[src/hdl/jsu_pkg.sv]
package jsu_pkg;

  localparam int RUN_MAX = 4;
  localparam int RUN_CNT_W = $clog2(RUN_MAX + 1);
  localparam int RUN_IDX_W = $clog2(RUN_MAX);

  typedef enum logic [2:0] {
    MODE_IDLE          = 3'd0,
    MODE_BODY          = 3'd1,
    MODE_ESC           = 3'd2,
    MODE_HEX           = 3'd3,
    MODE_AFTER_HIGH    = 3'd4,
    MODE_AFTER_HIGH_BS = 3'd5,
    MODE_LOW_HEX       = 3'd6
  } mode_t;

  typedef enum logic [1:0] {
    STAT_DATA  = 2'd0,
    STAT_DONE  = 2'd1,
    STAT_ERROR = 2'd2
  } status_t;

  typedef enum logic [3:0] {
    ERR_NO_QUOTE       = 4'd0,
    ERR_TRUNC_ESC      = 4'd1,
    ERR_TRUNC_HEX      = 4'd2,
    ERR_BAD_HEX        = 4'd3,
    ERR_LONE_HIGH      = 4'd4,
    ERR_LONE_LOW       = 4'd5,
    ERR_UNKNOWN_ESC    = 4'd6,
    ERR_CONTROL_CHAR   = 4'd7,
    ERR_UNTERMINATED   = 4'd8
  } err_t;

  localparam logic [7:0] CH_QUOTE     = 8'h22;
  localparam logic [7:0] CH_BACKSLASH = 8'h5C;
  localparam logic [7:0] CH_SLASH     = 8'h2F;
  localparam logic [7:0] CH_B         = 8'h62;
  localparam logic [7:0] CH_F         = 8'h66;
  localparam logic [7:0] CH_N         = 8'h6E;
  localparam logic [7:0] CH_R         = 8'h72;
  localparam logic [7:0] CH_T         = 8'h74;
  localparam logic [7:0] CH_U         = 8'h75;
  localparam logic [7:0] CH_SPACE     = 8'h20;

  typedef struct packed {
    logic [7:0] in_byte;
    logic       end_marker;
  } jsu_in_t;

  typedef struct packed {
    logic [7:0] out_byte;
    logic [1:0] status;
    logic [3:0] error_code;
    logic       last_of_run;
  } jsu_out_t;

  // results produced by one request
  typedef struct packed {
    logic [RUN_CNT_W-1:0]      cnt;
    logic [RUN_MAX-1:0][7:0]   bytes;
    status_t                   status;
    err_t                      err;
  } jsu_run_t;

endpackage

[src/hdl/json_string_unescape_utf8.sv]
// Channel  Ports                              Moves
// in       in_valid in_ready in_data          one raw byte or end marker per request
// out      out_valid out_ready out_data       one UTF-8 byte, completion or error
//
// A request is decoded from the input register once the run register is free, and
// its results (up to four) are loaded into the run register together.
// Results leave one per cycle while out_ready is high; a request holds the run
// register until its last result leaves, so requests of at most one result keep that rate.
// Reset (rst_n low, synchronous) returns the decoder to awaiting an opening quote.
// A stalled output holds the run and the input register; in_ready falls once that register is full.
module json_string_unescape_utf8 (
  input  logic              clk,
  input  logic              rst_n,
  input  logic              in_valid,
  output logic              in_ready,
  input  jsu_pkg::jsu_in_t  in_data,
  output logic              out_valid,
  input  logic              out_ready,
  output jsu_pkg::jsu_out_t out_data
);
  import jsu_pkg::*;

  logic     in_vld_r;
  jsu_in_t  in_item_r;
  logic     run_free;
  logic     fire;
  jsu_run_t run;

  assign fire     = in_vld_r && run_free;
  assign in_ready = !in_vld_r || fire;

  always_ff @(posedge clk) begin
    if (!rst_n) begin
      in_vld_r <= 1'b0;
    end else if (in_valid && in_ready) begin
      in_vld_r <= 1'b1;
    end else if (fire) begin
      in_vld_r <= 1'b0;
    end
  end

  always_ff @(posedge clk) begin
    if (in_valid && in_ready) begin
      in_item_r <= in_data;
    end
  end

  jsu_decode u_decode (
    .clk   (clk),
    .rst_n (rst_n),
    .fire  (fire),
    .item  (in_item_r),
    .run   (run)
  );

  jsu_out_run u_out_run (
    .clk       (clk),
    .rst_n     (rst_n),
    .load      (fire),
    .run       (run),
    .run_free  (run_free),
    .out_valid (out_valid),
    .out_ready (out_ready),
    .out_data  (out_data)
  );

endmodule

[src/hdl/jsu_decode.sv]
module jsu_decode (
  input  logic             clk,
  input  logic             rst_n,
  input  logic             fire,
  input  jsu_pkg::jsu_in_t item,
  output jsu_pkg::jsu_run_t run
);
  import jsu_pkg::*;

  mode_t       mode_r, mode_nxt;
  logic [15:0] acc_r, acc_nxt;
  logic [1:0]  dcnt_r, dcnt_nxt;
  logic        bad_r, bad_nxt;
  logic [9:0]  hs_r, hs_nxt;

  logic [7:0]  b;
  logic        eom;
  logic        dok;
  logic [3:0]  dval;
  logic [15:0] acc_take;
  logic        bad_take;
  logic        fourth;
  logic [20:0] cp;
  logic [RUN_CNT_W-1:0]    enc_cnt;
  logic [RUN_MAX-1:0][7:0] enc_bytes;

  assign b   = item.in_byte;
  assign eom = item.end_marker;

  always_comb begin
    dok  = 1'b1;
    dval = 4'd0;
    if (b >= 8'h30 && b <= 8'h39) begin
      dval = 4'(b - 8'h30);
    end else if (b >= 8'h61 && b <= 8'h66) begin
      dval = 4'(b - 8'h57);
    end else if (b >= 8'h41 && b <= 8'h46) begin
      dval = 4'(b - 8'h37);
    end else begin
      dok = 1'b0;
    end
  end

  assign acc_take = {acc_r[11:0], dval};
  assign bad_take = bad_r | ~dok;
  assign fourth   = (dcnt_r == 2'd3);

  assign cp = (mode_r == MODE_LOW_HEX) ? 21'h10000 + {1'b0, hs_r, acc_take[9:0]}
                                       : {5'b0, acc_take};

  // UTF-8 encoder
  always_comb begin
    enc_bytes = '0;
    if (cp < 21'h80) begin
      enc_cnt      = RUN_CNT_W'(1);
      enc_bytes[0] = cp[7:0];
    end else if (cp < 21'h800) begin
      enc_cnt      = RUN_CNT_W'(2);
      enc_bytes[0] = {3'b110, cp[10:6]};
      enc_bytes[1] = {2'b10, cp[5:0]};
    end else if (cp < 21'h10000) begin
      enc_cnt      = RUN_CNT_W'(3);
      enc_bytes[0] = {4'b1110, cp[15:12]};
      enc_bytes[1] = {2'b10, cp[11:6]};
      enc_bytes[2] = {2'b10, cp[5:0]};
    end else begin
      enc_cnt      = RUN_CNT_W'(4);
      enc_bytes[0] = {5'b11110, cp[20:18]};
      enc_bytes[1] = {2'b10, cp[17:12]};
      enc_bytes[2] = {2'b10, cp[11:6]};
      enc_bytes[3] = {2'b10, cp[5:0]};
    end
  end

  always_comb begin
    logic   fail;
    err_t   ferr;
    fail       = 1'b0;
    ferr       = ERR_NO_QUOTE;
    mode_nxt   = mode_r;
    acc_nxt    = acc_r;
    dcnt_nxt   = dcnt_r;
    bad_nxt    = bad_r;
    hs_nxt     = hs_r;
    run.cnt    = '0;
    run.bytes  = '0;
    run.status = STAT_DATA;
    run.err    = ERR_NO_QUOTE;

    case (mode_r)
      MODE_BODY: begin
        if (eom) begin
          fail = 1'b1;
          ferr = ERR_UNTERMINATED;
        end else if (b == CH_QUOTE) begin
          run.cnt    = RUN_CNT_W'(1);
          run.status = STAT_DONE;
          mode_nxt   = MODE_IDLE;
        end else if (b == CH_BACKSLASH) begin
          mode_nxt = MODE_ESC;
        end else if (b < CH_SPACE) begin
          fail = 1'b1;
          ferr = ERR_CONTROL_CHAR;
        end else begin
          run.cnt      = RUN_CNT_W'(1);
          run.bytes[0] = b;
        end
      end
      MODE_ESC: begin
        if (eom) begin
          fail = 1'b1;
          ferr = ERR_TRUNC_ESC;
        end else begin
          mode_nxt = MODE_BODY;
          run.cnt  = RUN_CNT_W'(1);
          case (b)
            CH_QUOTE, CH_BACKSLASH, CH_SLASH: run.bytes[0] = b;
            CH_B: run.bytes[0] = 8'h08;
            CH_F: run.bytes[0] = 8'h0C;
            CH_N: run.bytes[0] = 8'h0A;
            CH_R: run.bytes[0] = 8'h0D;
            CH_T: run.bytes[0] = 8'h09;
            CH_U: begin
              run.cnt  = '0;
              mode_nxt = MODE_HEX;
              acc_nxt  = '0;
              dcnt_nxt = '0;
              bad_nxt  = 1'b0;
            end
            default: begin
              fail = 1'b1;
              ferr = ERR_UNKNOWN_ESC;
            end
          endcase
        end
      end
      MODE_HEX, MODE_LOW_HEX: begin
        if (eom) begin
          fail = 1'b1;
          ferr = ERR_TRUNC_HEX;
        end else begin
          acc_nxt  = acc_take;
          bad_nxt  = bad_take;
          dcnt_nxt = fourth ? 2'd0 : dcnt_r + 2'd1;
          if (fourth) begin
            if (bad_take) begin
              fail = 1'b1;
              ferr = ERR_BAD_HEX;
            end else if (mode_r == MODE_HEX) begin
              if (acc_take[15:10] == 6'b110110) begin
                hs_nxt   = acc_take[9:0];
                mode_nxt = MODE_AFTER_HIGH;
              end else if (acc_take[15:10] == 6'b110111) begin
                fail = 1'b1;
                ferr = ERR_LONE_LOW;
              end else begin
                mode_nxt  = MODE_BODY;
                run.cnt   = enc_cnt;
                run.bytes = enc_bytes;
              end
            end else begin
              if (acc_take[15:10] != 6'b110111) begin
                fail = 1'b1;
                ferr = ERR_LONE_HIGH;
              end else begin
                mode_nxt  = MODE_BODY;
                run.cnt   = enc_cnt;
                run.bytes = enc_bytes;
              end
            end
          end
        end
      end
      MODE_AFTER_HIGH: begin
        if (eom || b != CH_BACKSLASH) begin
          fail = 1'b1;
          ferr = ERR_LONE_HIGH;
        end else begin
          mode_nxt = MODE_AFTER_HIGH_BS;
        end
      end
      MODE_AFTER_HIGH_BS: begin
        if (eom || b != CH_U) begin
          fail = 1'b1;
          ferr = ERR_LONE_HIGH;
        end else begin
          mode_nxt = MODE_LOW_HEX;
          acc_nxt  = '0;
          dcnt_nxt = '0;
          bad_nxt  = 1'b0;
        end
      end
      default: begin
        if (eom || b != CH_QUOTE) begin
          fail = 1'b1;
          ferr = ERR_NO_QUOTE;
        end else begin
          mode_nxt = MODE_BODY;
        end
      end
    endcase

    if (fail) begin
      run.cnt    = RUN_CNT_W'(1);
      run.bytes  = '0;
      run.status = STAT_ERROR;
      run.err    = ferr;
      mode_nxt   = MODE_IDLE;
      acc_nxt    = '0;
      dcnt_nxt   = '0;
      bad_nxt    = 1'b0;
      hs_nxt     = '0;
    end
  end

  always_ff @(posedge clk) begin
    if (!rst_n) begin
      mode_r <= MODE_IDLE;
      acc_r  <= '0;
      dcnt_r <= '0;
      bad_r  <= 1'b0;
      hs_r   <= '0;
    end else if (fire) begin
      mode_r <= mode_nxt;
      acc_r  <= acc_nxt;
      dcnt_r <= dcnt_nxt;
      bad_r  <= bad_nxt;
      hs_r   <= hs_nxt;
    end
  end

endmodule

[src/hdl/jsu_out_run.sv]
module jsu_out_run (
  input  logic              clk,
  input  logic              rst_n,
  input  logic              load,
  input  jsu_pkg::jsu_run_t run,
  output logic              run_free,
  output logic              out_valid,
  input  logic              out_ready,
  output jsu_pkg::jsu_out_t out_data
);
  import jsu_pkg::*;

  logic [RUN_CNT_W-1:0]    cnt_r, cnt_nxt;
  logic [RUN_IDX_W-1:0]    idx_r, idx_nxt;
  logic [RUN_MAX-1:0][7:0] bytes_r;
  status_t                 status_r;
  err_t                    err_r;
  logic                    last;
  logic                    pop;

  assign out_valid = (cnt_r != '0);
  assign last      = (RUN_CNT_W'(idx_r) + RUN_CNT_W'(1) == cnt_r);
  assign pop       = out_valid && out_ready;
  assign run_free  = !out_valid || (pop && last);

  assign out_data.out_byte    = bytes_r[idx_r];
  assign out_data.status      = status_r;
  assign out_data.error_code  = err_r;
  assign out_data.last_of_run = last;

  always_comb begin
    cnt_nxt = cnt_r;
    idx_nxt = idx_r;
    if (load) begin
      cnt_nxt = run.cnt;
      idx_nxt = '0;
    end else if (pop) begin
      if (last) begin
        cnt_nxt = '0;
        idx_nxt = '0;
      end else begin
        idx_nxt = idx_r + RUN_IDX_W'(1);
      end
    end
  end

  always_ff @(posedge clk) begin
    if (!rst_n) begin
      cnt_r <= '0;
      idx_r <= '0;
    end else begin
      cnt_r <= cnt_nxt;
      idx_r <= idx_nxt;
    end
  end

  always_ff @(posedge clk) begin
    if (load) begin
      bytes_r  <= run.bytes;
      status_r <= run.status;
      err_r    <= run.err;
    end
  end

endmodule

[config.mk]
export PLATFORM = sky130hd
export DESIGN_NAME = json_string_unescape_utf8
export DESIGN_NICKNAME = d
export VERILOG_FILES = /design/src/hdl/jsu_pkg.sv /design/src/hdl/json_string_unescape_utf8.sv /design/src/hdl/jsu_decode.sv /design/src/hdl/jsu_out_run.sv
export SDC_FILE = /design/constraint.sdc
export NUM_CORES = 1
export LEC_CHECK = 0
export BUFFER_PORTS_ARGS = -buffer_cell sky130_fd_sc_hd__buf_2
export CORE_MARGIN = 4
export CORE_UTILIZATION = 45
export DETAILED_ROUTE_END_ITERATION = 7
export PLACE_DENSITY_LB_ADDON = 0.1
export REMOVE_ABC_BUFFERS = 1
export SLEW_MARGIN = 20
export SYNTH_ARGS = -nofsm -noshare
export SYNTH_HDL_FRONTEND = slang
export SYNTH_SLANG_ARGS = --single-unit
[constraint.sdc]
create_clock -name clk -period 5.2 [get_ports clk]
set_input_delay 0.26 -clock clk [delete_from_list [all_inputs] [get_ports clk]]
set_output_delay 0.26 -clock clk [all_outputs]
set_load 0.1 [all_outputs]
# Yosys cells after proc, flatten, opt, wreduce, memory -nomap -nowiden
# Index checks and enable logic that the tools add are counted.
# totals
reg_bits	81
in_bits	13
elab_cells	236
# op_classes
n_eq_ne	37
n_lt_le_gt_ge	11
n_reduce_logical	33
addsub	7
mux	125
bitwise_logic	6
# ops
operator	n
$mux 35	7
$mux 3	33
$mux 10	8
$mux 12	5
$eq 8x7->1 const B	7
$mux 8	7
$mux 24	2
$pmux 8 s6	1
$mux 41	1
$mux 4	10
$pmux 12 s3	1
$mux 16	2
$mux 1	29
$pmux 8 s3	1
$mux 22	1
$add 17x20->21 const A	1
$lt 21x12->1 const B	1
$lt 21x17->1 const B	1
$lt 21x8->1 const B	1
$mux 21	1
$pmux 4 s5	1
$mux 2	9
$bmux 8 s2	1
$eq 8x6->1 const B	2
other kinds (49)	86

# Logic depth before layout (Yosys ltp)
# Gate-level depths: netlist of run 1.
# depth
ltp_word	20
depth_mapped	11

# Hierarchy
# A second synthesis of run 1 with hierarchy kept.
# unflattened
hier_cells	475
hier_area_um2	4759.6
# by_module_without_submodules
module	seq_area_each_um2	n_inst	area_each_um2	cells_per_inst
jsu_decode	560.5	1	2793.9	380
jsu_out_run	1241.2	1	1630.3	80
json_string_unescape_utf8	290.3	1	335.3	15

# Least setup slack after synthesis of run 1
# OpenSTA, ideal clock, no wires.
# synth_path
path_kind	reg-to-reg
start	reg u_out_run.cnt_r[1]
end	reg u_decode.mode_r[1]
path_stages_with_launch	8
arrival_ns	3.220
path_buffers	1
required_ns	5.081
path_slack_ns	1.861
synth_period_minus_slack_ns	3.339
setup_time_ns	0.119
path_cell_list	dfxtp_1 -> or3_1 -> clkbuf_1 -> a21bo_2 -> clkinv_1 -> nand3_1 -> a21oi_1 -> o221a_2
# synth_via
elab_chain_len	6
elab_cells_between_ends	8
cone_classes	eq/ne (1); reduce/logical (7)
# synth_rtl
item	line	rtl
from (decl)	jsu_out_run.sv:13	logic [RUN_CNT_W-1:0] cnt_r, cnt_nxt;
from (signal assigned)	jsu_out_run.sv:52	cnt_r <= cnt_nxt;
$reduce_bool 3->1 *	jsu_out_run.sv:21	assign out_valid = (cnt_r != '0);
via out_valid	json_string_unescape_utf8.sv:17	output logic out_valid,
$logic_and 1x1->1	jsu_out_run.sv:23	assign pop = out_valid && out_ready;
$logic_and 1x1->1	jsu_out_run.sv:24	assign run_free = !out_valid || (pop && last);
$logic_or 1x1->1 *	jsu_out_run.sv:24	
$logic_and 1x1->1 *	json_string_unescape_utf8.sv:29	assign fire = in_vld_r && run_free;
via fire	json_string_unescape_utf8.sv:26	logic fire;
$reduce_and 12->1 (no line) *	-	
to (signal assigned)	jsu_decode.sv:224	mode_r <= mode_nxt;
to (decl)	jsu_decode.sv:10	mode_t mode_r, mode_nxt;
# The timed path passes the listed nets; every way through them passes the cells marked *.
# A chain may end at the register's enable or synchronous reset.

# Worst setup path after layout of run 1
# layout_path
start	reg u_decode.mode_r[1]
end	reg u_out_run.bytes_r[1] in the netlist's numbering (data pin)
# layout_via
elab_chain_len	13
elab_cells_between_ends	27
cone_classes	order compare (3); eq/ne (6); mux (17); reduce/logical (1)
# layout_rtl
item	line	rtl
$eq 3x3->1	jsu_decode.sv:48, jsu_decode.sv:90	
$mux 21	jsu_decode.sv:48	assign cp = (mode_r == MODE_LOW_HEX) ? 21'h10000 + {1'b0, hs_r, acc_take[9:0]}
$lt 21x17->1	jsu_decode.sv:61	end else if (cp < 21'h10000) begin
$mux 22	jsu_decode.sv:61	
$mux 16	jsu_decode.sv:57	end else if (cp < 21'h800) begin
$mux 8	jsu_decode.sv:54	if (cp < 21'h80) begin
$mux 35	jsu_decode.sv:153	end else if (acc_take[15:10] == 6'b110111) begin
$mux 35	jsu_decode.sv:150	if (acc_take[15:10] == 6'b110110) begin
$mux 35	jsu_decode.sv:149	end else if (mode_r == MODE_HEX) begin
$mux 35	jsu_decode.sv:146	if (bad_take) begin
$mux 35	jsu_decode.sv:145	if (fourth) begin
$mux 35	jsu_decode.sv:138	if (eom) begin
$pmux 8 s3	jsu_decode.sv:90	case (mode_r)
to (signal assigned)	jsu_out_run.sv:59	bytes_r <= run.bytes;
to (decl)	jsu_out_run.sv:15	logic [RUN_MAX-1:0][7:0] bytes_r;
# Parallel ways exist; a longest one is shown, timed or not.

==> results.txt, run 1 <==
GRT overflow: 0
Die footprint: 11700 um^2
Peak Freq: 269 MHz
Filler cell count: 915
CP endpoint kind: register
Cell Pwr Density: 269 nW/um^2
Worst path slowest cell: dfxtp_1
FF-to-FF path depth: 6
Most frequent cells in the layout: edfxtp_1, nor2_1, nand2_1, dfxtp_1, buf_2
Min Hold Slack: 71.6 ps
Ant. Diodes: 0
Worst setup SP type: register
Dpl cell area: 4750 um^2
Skew-Pair Late Insertion Delay: 350 ps
Leading cell type in the layout, fill and taps excluded: edfxtp_1
RR Startpoint: u_decode.mode_r[1]
Status: completed
Measured slew at the worst slew-check pin: 1140 ps
Hold Startpoint: in_data[8]
Clk sinks: 78
Final nets: 495
Layout Area Growth over Synthesis: 10.2%
Worst Skew: 17.8 ps
Pin count of the biggest net entering global routing: 43
Ys Warns: 0
Final setup fails: 0
Met3 usage in global routing: 3.52%
DR pass1 iterations: 5
Layout cells sized above 1: 16.3%
Top_reg_cell synth: edfxtp_1
Non-Filler Instances: 613
Crit-path max FO: 24
Detailed-placement wirelength estimate: 8700 um
Clk slew on worst S/H paths: 100 ps
First-pass GRT wire length: 19500 um
Critical path class: reg -> reg
CP arrival: 3850 ps
Longest Clk Path Bufs: 2
Routed WL: 11800 um
EDFF count, synth: 44
IO Port Bufs: 29
Final Hold Viols: 0
#FFs+latches synth: 78
Period utilization: 71.4%
Max Cap Viol: 0
Routability cong.: 0.969
RSZ-0062 raised after global routing: false
Worst min-delay path class: in -> reg
Final ANT Viol Nets: 0
Async S/R FF share, synth: 0%
Leakage power: 0.00179 uW
Core area: 9770 um^2
Initial drt markers: 385
Design area: 4980 um^2
Max Slew Vio Count: 0
Hold Path Depth: 1
H-tree levels: 3
Critical Path Max Stage Delay: 880 ps
Die height: 108 um
Fin util: 51.0%
Met1 Track Usage GR: 31.7%
DRC: 0
Root buffer cell: clkbuf_8
Chip Width: 108 um
Unique masters post-synth: 82
Vias in the first global route: 3632
# IOs: 30
GRT busiest layer: met1
Initial Util: 46.3%
Hold Path Sink: in_item_r[8]
Reg2Reg Setup Slack: 1480 ps
Buf/Inv on CP: 0
Via count: 3849
GRT Overall Usage: 21.3%
Cells after Synth: 456
Sequential area share after synthesis: 44.3%
Mapped cell area: 4520 um^2
Cts repair resizes: 0
Peak supply drop: 0.118 mV
Min Tclk post-route: 3720 ps
CP Cell Sequence: nand3b_1 -> mux2i_1 -> o21ai_0 -> nor3_1 -> a221oi_1 -> o221ai_1
Post-CTS setup buffers: 0
Met2 usage: 31.6%
# hold bufs at CTS: 0
Inst Count DP: 597
FP Rows: 36
FF-to-FF End: u_out_run.bytes_r[1]
Via/cell ratio: 6.28
DR WL/cell: 19.3 um
Syn_area_per_cell: 9.92 um^2
CTS Buf Count: 9
Setup TNS: 0 ps
Rel. slew slack: 23.3%
TritonCTS clock tree: done
Initial antenna violation count: 0
Critical Path RT: 5330 ps
Cell family with most CP delay: simple AND/OR/NAND/NOR gates
[through the flow]
step | total power, uW | setup WS [ps]
finish | 1340 | 1480
global route | 1390 | 1190
CTS | 1340 | 1580
detailed placement | 843 | 1600
global placement | 842 | 1690
floorplan | 809 | -334
[report_power, final]
group / internal, uW / switching [uW] / leakage [uW]
clock network: 274 / 236 / 0.000104
logic: 32.9 / 108 / 0.00100
registers: 670 / 17.9 / 0.000684
total: 977 / 362 / 0.00179
[final cells by class]
class	instances	area, um^2	share of cell area [%]
Clock buffer	10	128	2.56
Clock inverter	6	92.6	1.86
Inverter	24	90.1	1.81
Multi-Input combinational cell	331	2340	47.0
Sequential cell	78	2000	40.2
Tap cell	133	166	3.34
Timing Repair Buffer	31	160	3.21
[worst reg2reg max path: cells and delay by family (launching register included)]
| kind | cells | cell delay (ps) |
|---|---|---|
| and+or+nand+nor | 2 | 1310 |
| DFF | 1 | 880 |
| AOI/OAI and AO/OA | 3 | 780 |
| muxes | 1 | 530 |
[layer usage]
metal,vias up,routed length (um)
met2,163,5150
met3,24,850
met5,-,0
met4,0,239
met1,1850,5610
li1,1812,-
[flip-flops by register name, indices dropped and copies added, names as in the netlist]
signal	flops
u_out_run.bytes_r	29
u_decode.acc_r	12
u_out_run.cnt_r	3
u_out_run.status_r	2
u_decode.hs_r	10
u_out_run.err_r	4
in_item_r	9
u_decode.dcnt_r	2
in_vld_r	1
u_out_run.idx_r	2
u_decode.mode_r	3
u_decode.bad_r	1
[cells in the mapped netlist (5+ instances only)]
cell      count  share of area [%]
a21oi_1      23                2.5
a22o_1       26                5.0
a22oi_1       7                1.2
a31oi_1       6               0.83
and3_1       10                1.4
clkbuf_1     17                1.4
dfxtp_1      34                 15
edfxtp_1     44                 29
ha_1          7                1.9
inv_1        19                1.6
mux2i_1       5                1.1
mux4_2        7                3.5
nand2_1      39                3.2
nand3_1      14                1.5
nand4_1       5               0.69
nor2_1       44                3.7
nor3_1       19                2.1
o21ai_0      16                1.8
[worst max-delay path by stage]
stage,cells past startpoint,end,start,slack [ps]
2_1_floorplan,9,u_decode.hs_r[0],u_out_run.idx_r[0],-330
3_3_place_gp,9,u_out_run.bytes_r[29],u_decode.mode_r[1],1690
3_5_place_dp,9,u_out_run.bytes_r[29],u_decode.mode_r[1],1600
4_1_cts,9,u_out_run.bytes_r[29],u_decode.mode_r[1],1580
5_1_grt,9,u_out_run.bytes_r[29],u_decode.mode_r[1],1190
6_report,6,u_out_run.bytes_r[1],u_decode.mode_r[1],1480
[cell families (layout without fill, tap and decap cells)]
family | count (synthesis) | count (layout) | share of synthesized area, %
simple gates | 166 | 166 | 19.0
mux | 13 | 13 | 4.84
fa+ha+maj | 7 | 7 | 1.94
compound gates | 139 | 139 | 24.7
buf+inv | 47 | 71 | 4.07
flops | 78 | 78 | 44.3
xor+xnor | 6 | 6 | 1.16
Power figures use the tool's default switching activity.
==> inputs of run 2 (changes only) <==
==> constraint.sdc (replaced) <==
create_clock -name clk -period 3.6 [get_ports clk]
set_input_delay 0.18 -clock clk [delete_from_list [all_inputs] [get_ports clk]]
set_output_delay 0.18 -clock clk [all_outputs]
set_load 0.1 [all_outputs]
==> run 2 against run 1 <==
Effect of this change:
- utilization increased by 1.4 points
- cell count up 3.6%
- fmax increased by 9.5%
- combinational power increased by 56%
- setup slack got worse by 1300 ps
- non-clock buffer count rose by 22
- wire length up 3.6%
- highest routed layer is now met5
==> results.txt, run 2 (synthesis gave the netlist of run 1 again) <==
Layout Area Growth over Synthesis: 13.2%
Initial antenna violation count: 1 (+1)
FP Rows: 36 (unchanged)
Ant. Diodes: 0 (unchanged)
Status: completed
Filler cell count: 898 (-1.9%)
Detailed-placement wirelength estimate: 9070 um (+4.2%)
Critical Path Max Stage Delay: 840 ps (-40 ps)
Worst Skew: 19.8 ps (+1.96 ps)
Non-Filler Instances: 635 (+3.6%)
Top Registers: u_out_run.bytes_r x29, u_decode.acc_r x12, u_decode.hs_r x10
Most frequent cells in the layout: nor2_1, edfxtp_1, nand2_1, dfxtp_1, buf_2
Period utilization: 94.3% (+23 points)
FF-to-FF End: u_decode.acc_r[4]
Crit-path max FO: 14 (-42%)
GRT overflow: 0 (unchanged)
Final Hold Viols: 0 (unchanged)
DP Worst Slack: 304 ps (-1300 ps)
Met2 usage: 33.7% (+2.0 points)
Internal power: 1310 uW (+34%)
Inst Count DP: 610 (+2.2%)
Pin count of the biggest net entering global routing: 39 (-9.3%)
Switching Fraction: 27.4% (+0.35 points)
Initial Util: 46.3% (unchanged)
Worst setup SP type: register
Core area: 9770 um^2 (unchanged)
Critical path class: reg -> reg
Worst min-delay path class: in -> reg
Root buffer cell: clkbuf_8
H-tree levels: 3 (unchanged)
Max Slew Vio Count: 0 (unchanged)
Routability cong.: 0.885 (-8.7%)
Cell Pwr Density: 353 nW/um^2 (+31%)
Met1 Track Usage GR: 31.5% (-0.22 points)
Final setup fails: 0 (unchanged)
Hold Path Depth: 3 (+2)
Reg2Reg Setup Slack: 210 ps (-1280 ps)
CP arrival: 3680 ps (-170 ps)
Rel. slew slack: 28.6% (+5.4 points)
Cell family with most CP delay: simple AND/OR/NAND/NOR gates
Longest Clk Path Bufs: 2 (unchanged)
Die footprint: 11700 um^2 (unchanged)
Initial drt markers: 319 (-17%)
Max Cap Viol: 0 (unchanged)
Largest register FFs: 29 (unchanged)
Met3 usage in global routing: 4.96% (+1.4 points)
RSZ-0062 raised after global routing: false
CTS Buf Count: 9 (unchanged)
Clk sinks: 78 (unchanged)
Setup WS post-layout: 207 ps (-1280 ps)
CP Cell Sequence: inv_1 -> ha_1 -> nand3_1 -> or4_1 -> and2_1 -> o2111ai_2 -> nand4_1 -> nor2_1 -> a22o_1
Peak Freq: 295 MHz (+9.5%)
Min Tclk post-route: 3390 ps (-322 ps)
First-pass GRT wire length: 20200 um (+3.7%)
Via/cell ratio: 6.17 (-1.7%)
Vias in the first global route: 3758 (+3.5%)
RR Startpoint: in_item_r[2]
Post-CTS setup buffers: 0 (unchanged)
Hold Startpoint: in_valid
Via count: 3919 (+1.8%)
Leakage power: 0.00188 uW (+5.1%)
Clk slew on worst S/H paths: 80 ps (-20 ps)
GRT busiest layer: met2
Net Sw Power: 496 uW (+37%)
Critical Path RT: 3880 ps (-1450 ps)
Peak supply drop: 0.164 mV (+39%)
Final ANT Viol Nets: 0 (unchanged)
Min Hold Slack: 100 ps (+28.7 ps)
Hold Path Sink: in_vld_r
IO Port Bufs: 29 (unchanged)
PnR Total Power: 1810 uW (+35%)
Skew-Pair Late Insertion Delay: 360 ps (about the same)
DR pass1 iterations: 5 (unchanged)
Comb pwr share: 12.2% (+1.7 points)
CP endpoint kind: register
Routed WL: 12300 um (+3.6%)
Layout cells sized above 1: 17.5% (+1.3 points)
DR WL/cell: 19.3 um (about the same)
FF-to-FF path depth: 9 (+3)
Buf/Inv on CP: 1 (+1)
Part of the power in registers: 54.6% (+3.2 points)
Chip Width: 108 um (unchanged)
TritonCTS clock tree: done
Worst path slowest cell: nor2_1
Biggest register: u_out_run.bytes_r
GRT Overall Usage: 22.3% (+1.0 points)
DRC: 0 (unchanged)
Clock share of power: 33.3% (-4.8 points)
# IOs: 30 (unchanged)
Measured slew at the worst slew-check pin: 1070 ps (-74.8 ps)
Die height: 108 um (unchanged)
Final nets: 517 (+4.4%)
## run 2: cell types whose count changed in the layout (fill, tap and decap cells not counted), sizes merged
cell         previous run  this run
dlygate4sd3             0         9
clkinvlp                2         0
buf                    31        44
inv                    24        22
clkinv                  2         5
clkbuf                 10        13
bufinv                  2         0
## run 2: area by class of cell
type / instances / area [um^2] / area share, %
tap: 133 / 166 / 3.25
multi-input combinational: 331 / 2340 / 45.6
clock buffer: 13 / 159 / 3.10
inverter: 24 / 90.1 / 1.76
sequential: 78 / 2000 / 39.1
clock inverter: 3 / 18.8 / 0.367
timing repair buffer: 53 / 348 / 6.79
## run 2: per-layer routing
metal  vias to the layer above  share of wire (%)
met5                         -               0.11
met4                         2                2.4
met3                        35                7.3
met2                       162                 45
met1                      1874                 46
li1                       1846                  -
## run 2: power by group through the flow
stage	Clock (uW)	Sequential, uW	Combinational, uW
after floorplan	0	1020	145
after CTS	612	987	220
after global placement	0	1010	210
after detailed placement	0	1010	212
after global routing	654	991	236
final	602	987	220
## run 2: stage by stage
| stage | instance area [um^2] | utilization (%) | TNS [ps] |
|---|---|---|---|
| CTS | 5120 | 52.4 | 0 |
| global route | 5120 | 52.4 | 0 |
| global placement | 4850 | 49.6 | 0 |
| floorplan | 4430 | - | -111290 |
| finish | 5120 | 52.4 | 0 |
| detailed placement | 4850 | 49.6 | 0 |
## run 2: how the worst max path moves through the flow
stage,depth (start not counted),slack (ps),from,end
after floorplan,9,-1930,u_out_run.idx_r[0],u_decode.hs_r[0]
after global placement,9,450,in_item_r[2],u_decode.acc_r[8]
after detailed placement,9,300,in_item_r[2],u_decode.acc_r[4]
after CTS,9,280,in_item_r[2],u_decode.acc_r[4]
after global routing,9,20,in_item_r[2],u_decode.acc_r[4]
final,9,210,in_item_r[2],u_decode.acc_r[4]
## run 2: timing repair
action | CTS | global route
gates resized for setup | 0 | 0
endpoints found under the hold margin | 9 | 0
hold buffers | 9 | 0
## run 2: worst reg2reg max path, delay by kind of cell, from the launching register on
kind / cells / cell delay, ps
compound gates: 2 / 470
fa+ha+maj: 1 / 240
buf+inv: 1 / 170
flops: 1 / 490
simple gates: 5 / 1960
==> inputs of run 3 (changes only) <==
--- a/config.mk
+++ b/config.mk
@@ -9,6 +9,7 @@
 export CORE_MARGIN = 4
 export CORE_UTILIZATION = 45
 export DETAILED_ROUTE_END_ITERATION = 7
+export HOLD_SLACK_MARGIN = 0.03
 export PLACE_DENSITY_LB_ADDON = 0.1
 export REMOVE_ABC_BUFFERS = 1
 export SLEW_MARGIN = 20
==> constraint.sdc (replaced) <==
create_clock -name clk -period 3.6 [get_ports clk]
set_input_delay 0.18 -clock clk [delete_from_list [all_inputs] [get_ports clk]]
set_output_delay 0.18 -clock clk [all_outputs]
set_load 0.005 [all_outputs]
==> run 3 against run 2 <==
Effect of this change:
- clock skew rose by 1.3 ps
- critical path depth is the same
- critical path type unchanged
- highest routed layer is now met4
- largest cell class unchanged
- fmax is 4.8% higher
- power down 2.9%
- die area did not move
==> results.txt, run 3 (synthesis gave the netlist of run 1 again) <==
Status: completed
# IOs: 30 (unchanged)
Cell Pwr Density: 342 nW/um^2 (-3.1%)
Most frequent cells in the layout: edfxtp_1, nor2_1, nand2_1, dfxtp_1, buf_2
IO Port Bufs: 29 (unchanged)
Final nets: 518 (+0.19%)
First-pass GRT wire length: 19800 um (-1.9%)
Met1 Track Usage GR: 31.7% (+0.20 points)
CP endpoint kind: register
Skew-Pair Late Insertion Delay: 360 ps (about the same)
Via count: 3870 (-1.3%)
RSZ-0062 raised after global routing: false
H-tree levels: 3 (unchanged)
Worst Skew: 21.1 ps (+1.30 ps)
GRT busiest layer: met2
Critical path class: reg -> reg
DRC: 0 (unchanged)
Top Registers: u_out_run.bytes_r x29, u_decode.acc_r x12, u_decode.hs_r x10
Clk sinks: 78 (unchanged)
GRT overflow: 0 (unchanged)
CTS Buf Count: 9 (unchanged)
Core area: 9770 um^2 (unchanged)
Layout cells sized above 1: 17.9% (+0.36 points)
Largest register FFs: 29 (unchanged)
FP Rows: 36 (unchanged)
Critical Path RT: 3890 ps (about the same)
Crit-path max FO: 10 (-4)
Leading cell type in the layout, fill and taps excluded: edfxtp_1
PnR Total Power: 1760 uW (-2.9%)
Root buffer cell: clkbuf_8
Biggest register: u_out_run.bytes_r
Peak Freq: 309 MHz (+4.8%)
Rel. slew slack: 52.5% (+24 points)
Ant. Diodes: 0 (unchanged)
Chip Width: 108 um (unchanged)
Routability cong.: 0.905 (+2.2%)
Pin count of the biggest net entering global routing: 39 (unchanged)
Initial antenna violation count: 0 (-1)
Period utilization: 89.9% (-4.3 points)
Post-CTS setup buffers: 0 (unchanged)
GRT Overall Usage: 21.8% (-0.51 points)
Max Slew Vio Count: 0 (unchanged)
TritonCTS clock tree: done
Worst setup SP type: register
Met3 usage in global routing: 3.76% (-1.2 points)
CP arrival: 3530 ps (-150 ps)
Detailed-placement wirelength estimate: 8880 um (-2.1%)
Leakage power: 0.00189 uW (+0.42%)
Longest Clk Path Bufs: 2 (unchanged)
Die height: 108 um (unchanged)
Layout Area Growth over Synthesis: 13.6%
Via/cell ratio: 6.08 (-1.4%)
Measured slew at the worst slew-check pin: 703 ps (-364 ps)
Filler cell count: 880 (-2.0%)
Min Tclk post-route: 3240 ps (-155 ps)
Final setup fails: 0 (unchanged)
Max Cap Viol: 0 (unchanged)
Die footprint: 11700 um^2 (unchanged)
Clk slew on worst S/H paths: 90 ps (about the same)
Vias in the first global route: 3702 (-1.5%)
Worst min-delay path class: in -> reg
DR pass1 iterations: 5 (unchanged)
Routed WL: 12000 um (-1.9%)
Met2 usage: 33.0% (-0.67 points)
Initial Util: 46.3% (unchanged)
Peak supply drop: 0.148 mV (-10%)
DR WL/cell: 18.9 um (-2.1%)
Setup TNS: 0 ps (unchanged)
Initial drt markers: 450 (+41%)
Final ANT Viol Nets: 0 (unchanged)
Final Hold Viols: 0 (unchanged)
==> run 3: changes by cell type in the layout (fill, tap and decap cells not counted), sizes merged <==
cell	previous run	this run
buf	44	45
==> run 3: final timing paths <==
path              slack (ps)  depth (start not counted)      startpoint                to
hold reg to reg          500                          1  u_decode.bad_r    u_decode.bad_r
hold / removal            90                          3        in_valid          in_vld_r
setup / recovery         360                          9    in_item_r[2]  u_decode.hs_r[4]
setup reg to reg         360                          9    in_item_r[2]  u_decode.hs_r[4]
==> run 3: what timing repair did <==
| item | in CTS | in global routing |
|---|---|---|
| hold buffers | 9 | 0 |
| endpoints found under the setup margin | 0 | 5 |
| endpoints found under the hold margin | 9 | 0 |
| resized for setup | 0 | 1 |
==> run 3: metal layers <==
layer | share of wire, % | vias up | routed length, um
li1 | - | 1849 | -
met1 | 45 | 1840 | 5460
met2 | 45 | 160 | 5460
met3 | 7.6 | 21 | 909
met4 | 1.7 | 0 | 206
met5 | 0 | - | 0
==> run 3: cell type report <==
type                            instances  area (um^2)  area share [%]
Multi-Input combinational cell        331         2340            45.5
Sequential cell                        78         2000            39.0
Timing Repair Buffer                   54          355            6.92
Tap cell                              133          166            3.24
Clock buffer                           13          164            3.19
Clock inverter                          3         18.8           0.365
Inverter                               24         90.1            1.75
==> run 3: metrics by stage <==
step / utilization (%) / worst slack [ps] / area, um^2 / hold slack (ps) / std cells
floorplan: - / 282 / 4430 / 279 / 433
CTS: 52.5 / 326 / 5130 / 78.6 / 636
detailed placement: 49.7 / 357 / 4860 / 358 / 611
finish: 52.5 / 362 / 5130 / 92.0 / 636
global route: 52.5 / 122 / 5130 / 105 / 636
global placement: 49.7 / 438 / 4860 / 356 / 611
==> run 3: where the power goes <==
group | internal (uW) | switching [uW] | leakage [uW] | total [uW]
Sequential | 968 | 18.9 | 0.000684 | 987
Combinational | 57.0 | 80.3 | 0.00111 | 137
Clock | 300 | 333 | 0.0000959 | 633
==> run 3: worst max-delay path: stages, from the launching register on <==
cell	delay [ps]
edfxtp_1	490
inv_1	170
ha_1	240
nand3_1	110
or4_1	590
and2_1	210
o2111ai_2	190
a31oi_2	240
o41ai_4	670
a22o_1	250
